$ cat src/rtl/bzg_pkg.sv
// Shared types and constants of the bounded zero-effort-miss guidance block.
`timescale 1ns / 1ps
`default_nettype none

package bzg_pkg;

    localparam int FRAC_BITS_DEF = 16;
    localparam int DATA_W        = 32;
    localparam int AXES          = 3;
    localparam int MAG_W         = 31;
    localparam int IN_W          = 7 * DATA_W;
    localparam int OUT_W         = AXES * DATA_W;
    localparam int CFG_IDX_W     = 8;
    localparam int QUEUE_DEPTH   = 4;
    localparam int ROOT_W        = 32;
    localparam int QUOT_W        = 32;

    typedef enum logic [CFG_IDX_W-1:0] {
        REG_THRUST = 8'd0,
        REG_GRAV_X = 8'd1,
        REG_GRAV_Y = 8'd2,
        REG_GRAV_Z = 8'd3
    } cfg_reg_t;

    typedef struct packed {
        logic [AXES-1:0][MAG_W-1:0] mag;
        logic [AXES-1:0]            neg;
        logic                       zero;
    } miss_item_t;

endpackage

`default_nettype wire

$ cat src/rtl/bzg_queue.sv
// Short queue that decouples the front end from the back end.
`timescale 1ns / 1ps
`default_nettype none

module bzg_queue
    import bzg_pkg::*;
(
    input  logic       clk,
    input  logic       rst_n,
    input  logic       in_valid,
    output logic       in_ready,
    input  miss_item_t in_item,
    output logic       out_valid,
    input  logic       out_ready,
    output miss_item_t out_item
);

    localparam int PTR_W = $clog2(QUEUE_DEPTH);

    miss_item_t           slot_reg [0:QUEUE_DEPTH-1];
    logic [PTR_W-1:0]     wr_reg;
    logic [PTR_W-1:0]     rd_reg;
    logic [PTR_W:0]       count_reg;
    logic                 push;
    logic                 pop;

    assign in_ready  = count_reg != (PTR_W+1)'(QUEUE_DEPTH);
    assign out_valid = count_reg != '0;
    assign out_item  = slot_reg[rd_reg];
    assign push      = in_valid && in_ready;
    assign pop       = out_valid && out_ready;

    always_ff @(posedge clk or negedge rst_n)
    begin
        if (!rst_n)
        begin
            wr_reg    <= '0;
            rd_reg    <= '0;
            count_reg <= '0;
        end
        else
        begin
            if (push)
            begin
                wr_reg <= wr_reg + 1'b1;
            end
            if (pop)
            begin
                rd_reg <= rd_reg + 1'b1;
            end
            if (push && !pop)
            begin
                count_reg <= count_reg + 1'b1;
            end
            else if (pop && !push)
            begin
                count_reg <= count_reg - 1'b1;
            end
        end
    end

    always_ff @(posedge clk)
    begin
        if (push)
        begin
            slot_reg[wr_reg] <= in_item;
        end
    end

endmodule

`default_nettype wire

$ cat config.mk
export PLATFORM = sky130hd
export DESIGN_NAME = bzg_queue
export DESIGN_NICKNAME = d
export VERILOG_FILES = /design/src/rtl/bzg_pkg.sv /design/src/rtl/bzg_queue.sv
export SDC_FILE = /design/constraint.sdc
export NUM_CORES = 1
export LEC_CHECK = 0
export ABC_AREA = 1
export BUFFER_PORTS_ARGS = -buffer_cell sky130_fd_sc_hd__buf_2
export CAP_MARGIN = 20
export CORE_AREA = 3 3 182 184
export DETAILED_ROUTE_END_ITERATION = 6
export DIE_AREA = 0 0 185 187
export PLACE_DENSITY = 0.76
export SETUP_SLACK_MARGIN = 0.2
export SYNTH_ARGS = -nofsm -noshare
export SYNTH_HDL_FRONTEND = slang
export SYNTH_SLANG_ARGS = --single-unit
$ cat constraint.sdc
create_clock -name clk -period 5.6 [get_ports clk]
set_clock_uncertainty 0.05 [all_clocks]
set_input_delay 1.12 -clock clk [delete_from_list [all_inputs] [get_ports clk]]
set_output_delay 1.12 -clock clk [all_outputs]
set_load 0.005 [all_outputs]
==> results of run 1 <==
-- cells in the mapped netlist --
master	instances
nand3_1	7
edfxtp_1	388
nand4_1	1
fa_1	1
o21ai_0	1
nor2_1	4
buf_2	17
buf_4	3
nand2_1	308
buf_6	27
buf_1	3
xnor2_1	1
clkbuf_1	14
ha_1	5
o211ai_2	179
o211ai_1	15
inv_2	2
inv_4	1
dfrtp_1	7
inv_1	207
-- power groups by stage --
stage	Clock, mW	Sequential (mW)	Combinational [mW]
detailed placement	0	4.18	3.50
CTS	2.44	4.12	3.52
floorplan	0	4.16	2.49
global placement	0	4.16	3.44
finish	2.37	4.12	3.43
global route	2.55	4.17	3.82
-- final cells by class --
cell class,count,area [µm²],area share (%)
Inverter,210,801,4.18
Clock inverter,21,98.8,0.516
Multi-Input combinational cell,522,3690,19.3
Antenna cell,3,7.51,0.0392
Sequential cell,395,11800,61.8
Clock buffer,47,1050,5.48
Tap cell,402,503,2.63
Timing Repair Buffer,212,1170,6.10
-- per-layer routing --
metal	global-route usage, %	up-vias
met1	24.6	4591
met4	5.51	8
met3	3.64	57
li1	-	4530
met2	30.6	241
met5	0	-
-- how the worst min path moves through the flow --
| stage | startpoint | endpoint | slack, ns | cells after the start |
|---|---|---|---|---|
| finish | rst_n | count_reg[0] | 0.37 | 1 |
| global route | rst_n | wr_reg[1] | 0.37 | 1 |
| CTS | rst_n | wr_reg[1] | 0.35 | 1 |
| detailed placement | count_reg[2] | count_reg[2] | 0.44 | 2 |
| global placement | count_reg[2] | count_reg[2] | 0.43 | 2 |
| floorplan | count_reg[2] | count_reg[2] | 0.41 | 2 |
-- logic make-up (layout without fill, tap and decap cells) --
logic type | Yosys count | count (layout) | synth area share (%)
AOI/OAI and AO/OA | 195 | 195 | 14.1
buffers and inverters | 274 | 490 | 7.56
adders and majority gates | 6 | 6 | 0.493
xor gates and xnor gates | 1 | 1 | 0.0523
other | 0 | 3 | 0
and+or+nand+nor | 320 | 320 | 7.24
DFF | 395 | 395 | 70.6
-- through the flow --
stage	util [%]	total power, mW	hold slack, ns	area (µm²)
floorplan	-	6.65	0.413	16800
global placement	57.0	7.59	0.428	18000
detailed placement	57.0	7.68	0.443	18000
CTS	60.7	10.1	0.347	19100
global route	60.7	10.5	0.366	19100
finish	60.7	9.92	0.371	19100
==> out/metrics.csv, run 1 <==
stage,metric,value,unit
routing,dr_wl_met2,16000,µm
clock_network,root_buffer,clkbuf_16,
routing,wl_met3,1750,µm
global_route,grt.overflow.total,0,
pwr,power.switching,3.47,mW
clock_network,cts_resized,0,
setup_path,regToRegEndpoint,slot_reg[0][23],
clock_network,cts_tree,built,
setup_path,critPathSlowestCell,dfrtp_4,
setup_path,cpLargestDelayFamily,buffers and inverters,
floorplanning,start_util,53.1,%
pwr,comb_power_share,34.6,%
final_layout,fillers,2430,
setup_path,cpMostUsedCell,buf_4,
setup_path,cp-start-kind,flip-flop,
synth,syn_nets,1298,
min_path,hold_class,in -> async,
sta,final_hold_viol_count,0,
floorplanning,num_rows,65,
routing,via_per_inst,5.20,
clock_network,cts.sinks,395,
clock_network,cts_buffers,40,
setup_path,ff2ff_path_depth,5,
global_route,grt_pass1_wl,50500,µm
routing,num_vias,9427,
placement,pre_cts_ws,1.88,ns
sta,setup_tns,0,ns
setup_path,worst_r2r_startpoint,count_reg[0],
sta,worst_slew_pin_slew,0.992,ns
pwr,power.internal,6.45,mW
synth,yosys-top-cells-area,"edfxtp_1 (70%), o211ai_2 (13%), nand2_1 (6.9%)",
global_route,antenna_found_initial,7,
setup_path,cp_slowest_stage_delay,0.82,ns
synth,ys_seq_elements,395,
routing,dr.max_layer_used,met5,
pwr,p_per_area,518,mW/mm²
setup_path,worstSetupEndpointType,primary output,
global_route,grt_pass1_vias,9413,
final_layout,layout_common_cells,"edfxtp_1 (388), nand2_1 (308), inv_1 (207)",
placement,place_congestion,0.735,
setup_path,crit_buf_inv,3,
global_route,grt_usage,18.4,%
setup_path,crit_path_end,out_item[70],
setup_path,ff2ff_setup_slack,2.87,ns
synth,synth_top_area_share,69.5,%
routing,wl,32100,µm
pwr,ir_worst_vdd,0.336,mV
placement,io_buffers,199,
routing,drtPass1Iterations,5,
synth,synthDistinctLibCells,20,
sta,fin_crit,4.22,ns
sta,rsz0062_at_grt,no,
setup_path,crit_required,4.43,ns
global_route,grt_max_degree,121,
clock_network,post_cts_buffers,0,
final_layout,largest_reg_flops,388,
setup_path,path_cells,buf_4 -> buf_4 -> o211ai_2 -> nand2_1 -> buf_2,
synth,yosysTopAreaCell,edfxtp_1,
clock_network,clkLatencyLatePin,0.52,ns
placement,place_inst,1741,
sta,min_period_over_period,75.3,%
pwr,p_seq_share,41.6,%
sta,finalSetupViolations,0,
setup_path,critPathKind,reg -> out,
sta,slew_headroom,33.8,%
routing,first_iter_violations,573,
clock_network,h-tree-depth,2,
synth,synth_warnings,0,
final_layout,final_common_cell,edfxtp_1,
sta,slew_violations,0,
sta,setup_ws,1.38,ns
setup_path,arrival,3.05,ns
synth,syn-instance-count,1191,
routing,wl_met1,13500,µm
routing,drtAntennaViolNets,0,
clock_network,hold_buffers,0,
final_layout,layoutNonFillerInstCount,1812,
floorplanning,die_area,0.0346,mm²
pwr,clkPwrFrac,23.9,%
outcome,status,completed,
setup_path,crit_path_start,rd_reg[1],
setup_path,crit_fanout,34,
clock_network,clock_path_buffers,3,
pwr,p_leak,7.86,nW
synth,synth_area,0.0168,mm²
routing,drc_errors,0,
setup_path,path_depth,5,
pwr,switching_share,35.0,%
final_layout,areaGrowthSynthToFinish,14.3,%
final_layout,drive_gt1_share,32.0,%
synth,synth_seq_area_share,70.6,%
final_layout,fin_nets,1488,
sta,fmax,0.237,GHz
clock_network,path_clk_slew,0.06,ns
synth,syn_avg_cell_area,14.1,µm²
floorplanning,core,0.0316,mm²
floorplanning,die_w,185,µm
floorplanning,num_io_pins,200,
placement,place.detailed.hpwl,18700,µm
routing,wl_per_cell,17.7,µm
flow_run,maxCapViolations,0,
floorplanning,die_h,187,µm
(Power assumes the default switching activity.)
==> run 2, diff against run 1 <==
--- a/config.mk
+++ b/config.mk
@@ -5,13 +5,13 @@
 export SDC_FILE = /design/constraint.sdc
 export NUM_CORES = 1
 export LEC_CHECK = 0
-export ABC_AREA = 1
+export ABC_AREA = 0
 export BUFFER_PORTS_ARGS = -buffer_cell sky130_fd_sc_hd__buf_2
 export CAP_MARGIN = 20
-export CORE_AREA = 3 3 182 184
+export CORE_AREA = 3 3 163 165
 export DETAILED_ROUTE_END_ITERATION = 6
-export DIE_AREA = 0 0 185 187
-export PLACE_DENSITY = 0.76
+export DIE_AREA = 0 0 166 168
+export PLACE_DENSITY = 0.79
 export SETUP_SLACK_MARGIN = 0.2
 export SYNTH_ARGS = -nofsm -noshare
 export SYNTH_HDL_FRONTEND = slang
==> constraint.sdc (replaced) <==
create_clock -name clk -period 4.3 [get_ports clk]
set_clock_uncertainty 0.05 [all_clocks]
set_input_delay 0.86 -clock clk [delete_from_list [all_inputs] [get_ports clk]]
set_output_delay 0.86 -clock clk [all_outputs]
set_load 0.005 [all_outputs]
==> run 2 against run 1 <==
  * Non-clock buffer count shrank 5
  * Via count decreased by 31%
  * Critical path depth fell by 2
  * Sequential power is 31% higher
  * Power increased by 18%
  * Design area is 11% lower
  * Global-route usage up 1.1 points
  * Sequential share of layout area up 7.7 points
  * Critical endpoint is now out_item[18]
==> out/metrics.csv, run 2 <==
stage,metric,value,unit,change
pwr,p_leak,5.80,nW,was 7.86 nW
global_route,grt_pass1_wl,41600,µm,was 50500 µm
sta,min_period_over_period,76.7,%,
final_layout,layout_common_cells,"edfxtp_1 (388), buf_2 (199), mux4_2 (97)",,"was edfxtp_1 (388), nand2_1 (308), inv_1 (207)"
final_layout,areaGrowthSynthToFinish,18.5,%,was 14.3%
floorplanning,die_w,166,µm,was 185 µm
synth,synth_seq_area_share,82.3,%,was 70.6%
routing,wl,26900,µm,was 32100 µm
synth,synthArstFlopShare,1.77,%,unchanged
sta,worst_slew_pin_slew,0.879,ns,was 0.992 ns
placement,place_inst,1057,,was 1741
global_route,antenna_found_initial,6,,was 7
placement,detailed_place.area,0.0158,mm²,was 0.0180 mm²
routing,wl_per_cell,23.7,µm,was 17.7 µm
pwr,power.internal,8.52,mW,was 6.45 mW
clock_network,cts_resized,0,,unchanged
synth,synth_top_area_share,81.1,%,was 69.5%
placement,place.detailed.hpwl,16300,µm,was 18700 µm
routing,via_per_inst,5.77,,was 5.20
final_layout,largest_reg_flops,388,,unchanged
setup_path,arrival,2.39,ns,was 3.05 ns
setup_path,path_cells,buf_12 -> mux4_2 -> buf_2,,was buf_4 -> buf_4 -> o211ai_2 -> nand2_1 -> buf_2
pwr,ir_worst_vdd,0.427,mV,was 0.336 mV
routing,first_iter_violations,489,,was 573
setup_path,critPathSlowestCell,dfrtp_4,,unchanged
clock_network,cts_tree,built,,unchanged
global_route,grt_max_degree,65,,was 121
synth,synth_edf_count,388,,unchanged
pwr,clkPwrFrac,27.3,%,was 23.9%
final_layout,fin_nets,876,,was 1488
synth,synth_warnings,0,,unchanged
setup_path,crit_fanout,57,,was 34
setup_path,cp-start-kind,flip-flop,,unchanged
placement,place_congestion,0.745,,was 0.735
setup_path,crit_required,3.39,ns,was 4.43 ns
routing,drtPass1Iterations,4,,was 5
setup_path,critPathKind,reg -> out,,unchanged
synth,yosysTopAreaCell,edfxtp_1,,unchanged
pwr,power.switching,3.15,mW,was 3.47 mW
synth,syn-instance-count,542,,was 1191
clock_network,hold_buffers,0,,unchanged
final_layout,drive_gt1_share,45.2,%,was 32.0%
sta,slew_headroom,41.4,%,was 33.8%
sta,fmax,0.303,GHz,
clock_network,h-tree-depth,2,,unchanged
floorplanning,num_io_pins,200,,unchanged
routing,drtAntennaViolNets,0,,unchanged
final_layout,final_common_cell,edfxtp_1,,unchanged
final_layout,fillers,1509,,was 2430
clock_network,post_cts_buffers,0,,unchanged
global_route,grt_pass1_vias,7002,,was 9413
final_layout,layoutNonFillerInstCount,1132,,was 1812
sta,setup_tns,0,ns,unchanged
sta,finalSetupViolations,0,,unchanged
setup_path,worstSetupEndpointType,primary output,,unchanged
clock_network,root_buffer,clkbuf_16,,unchanged
floorplanning,core,0.0252,mm²,was 0.0316 mm²
pwr,finalPower,11.7,mW,was 9.92 mW
sta,slew_violations,0,,unchanged
synth,synthTopCellsByCount,"edfxtp_1 (388), mux4_2 (97), buf_2 (12)",,"was edfxtp_1 (388), nand2_1 (308), inv_1 (207)"
synth,ys_seq_elements,395,,unchanged
pwr,comb_power_share,26.4,%,was 34.6%
final_layout,fin_area,0.0170,mm²,was 0.0191 mm²
clock_network,clock_path_buffers,3,,unchanged
global_route,grt_usage,19.4,%,was 18.4%
outcome,status,completed,,unchanged
synth,yosys-top-cells-area,"edfxtp_1 (81%), mux4_2 (15%), dfrtp_1 (1.2%)",,"was edfxtp_1 (70%), o211ai_2 (13%), nand2_1 (6.9%)"
synth,synth_ff_type,edfxtp_1,,unchanged
clock_network,cts.sinks,395,,unchanged
sta,final_hold_viol_count,0,,unchanged
clock_network,clkLatencyLatePin,0.50,ns,was 0.52 ns
synth,synth_area,0.0144,mm²,was 0.0168 mm²
placement,io_buffers,199,,unchanged
routing,num_vias,6529,,was 9427
flow_run,maxCapViolations,0,,unchanged
floorplanning,die_area,0.0279,mm²,was 0.0346 mm²
clock_network,cts_buffers,40,,unchanged
global_route,grt.overflow.total,0,,unchanged
setup_path,cp_slowest_stage_delay,0.97,ns,was 0.82 ns
floorplanning,die_h,168,µm,was 187 µm
synth,synthDistinctLibCells,20,,unchanged
clock_network,path_clk_slew,0.05,ns,was 0.06 ns
synth,syn_avg_cell_area,26.5,µm²,was 14.1 µm²
pwr,p_seq_share,46.3,%,was 41.6%
floorplanning,start_util,57.1,%,was 53.1%
synth,syn_nets,649,,was 1298
synth,synth_most_common_cell,edfxtp_1,,unchanged
sta,fin_crit,3.30,ns,
pwr,switching_share,27.0,%,was 35.0%
min_path,hold_class,in -> async,,unchanged
pwr,p_per_area,685,mW/mm²,was 518 mW/mm²
routing,drc_errors,0,,unchanged
sta,rsz0062_at_grt,no,,unchanged
floorplanning,num_rows,58,,was 65
[run 2: cell types whose count changed in the layout (fill, tap and decap cells not counted), sizes merged, moves of 2 or more]
cell,before,now
nand2,308,2
inv,212,4
o211ai,194,0
mux4,0,97
clkbuf,47,55
nand3,7,1
buf,212,207
clkinv,19,14
and2,0,4
xnor2,1,4
bufinv,0,2
mux2,0,2
nor2,4,2
xor2,0,2
[run 2: kinds of logic after synthesis]
family                   share of synthesized area [%]
flip-flops                                        82.3
multiplexers                                      15.4
buffers and inverters                             1.00
AND/OR/NAND/NOR                                  0.357
XOR/XNOR                                         0.366
adder cells (fa/ha/maj)                          0.574
AO/OA/AOI/OAI                                   0.0783
[run 2: layout make-up]
| cell class | instances | area [µm²] | share of cell area, % |
|---|---|---|---|
| Antenna cell | 3 | 7.51 | 0.0441 |
| Inverter | 3 | 11.3 | 0.0661 |
| Sequential cell | 395 | 11800 | 69.5 |
| Tap cell | 330 | 413 | 2.42 |
| Multi-Input combinational cell | 122 | 2410 | 14.2 |
| Clock buffer | 55 | 1080 | 6.33 |
| Timing Repair Buffer | 207 | 1140 | 6.71 |
| Clock inverter | 17 | 129 | 0.757 |
[run 2: final timing paths]
check | from | endpoint | slack [ns] | depth (start not counted)
hold / removal | rst_n | count_reg[0] | 0.13 | 1
max in group asynchronous | rst_n | rd_reg[1] | 3.89 | 1
setup / recovery | rd_reg[1] | out_item[18] | 1.00 | 3
min in group clk | count_reg[2] | count_reg[2] | 0.49 | 1
hold reg to reg | count_reg[2] | count_reg[2] | 0.49 | 1
setup reg to reg | count_reg[0] | slot_reg[2][80] | 1.94 | 4
[run 2: through the flow]
step	setup slack, ns	utilization [%]	hold slack [ns]
after floorplan	0.372	-	0.443
after global placement	1.50	62.8	0.461
after detailed placement	1.48	62.8	0.472
after CTS	0.941	67.6	0.111
after global routing	0.889	67.6	0.125
final	1.00	67.6	0.133
[run 2: worst max-delay path: cells and delay by family (launching register included)]
family,cells,cell delay [ns]
mux,1,0.38
buf+inv,2,0.49
flops,1,0.97
[run 2: power groups by stage]
stage          logic (mW)  registers [mW]  clock network [mW]
3_3_place_gp         3.11            5.42                   0
2_1_floorplan        2.01            5.34                   0
3_5_place_dp         3.16            5.49                   0
4_1_cts              3.17            5.41                3.24
5_1_grt              3.36            5.47                3.40
6_report             3.08            5.40                3.18
[run 2: metal layers]
| metal | track usage, % | vias to the layer above | wire length [µm] |
|---|---|---|---|
| met4 | 6.84 | 6 | 730 |
| met3 | 4.67 | 49 | 1900 |
| met1 | 24.8 | 3433 | 9900 |
| met5 | 0 | - | 41 |
| li1 | - | 2800 | - |
| met2 | 33.3 | 241 | 14300 |
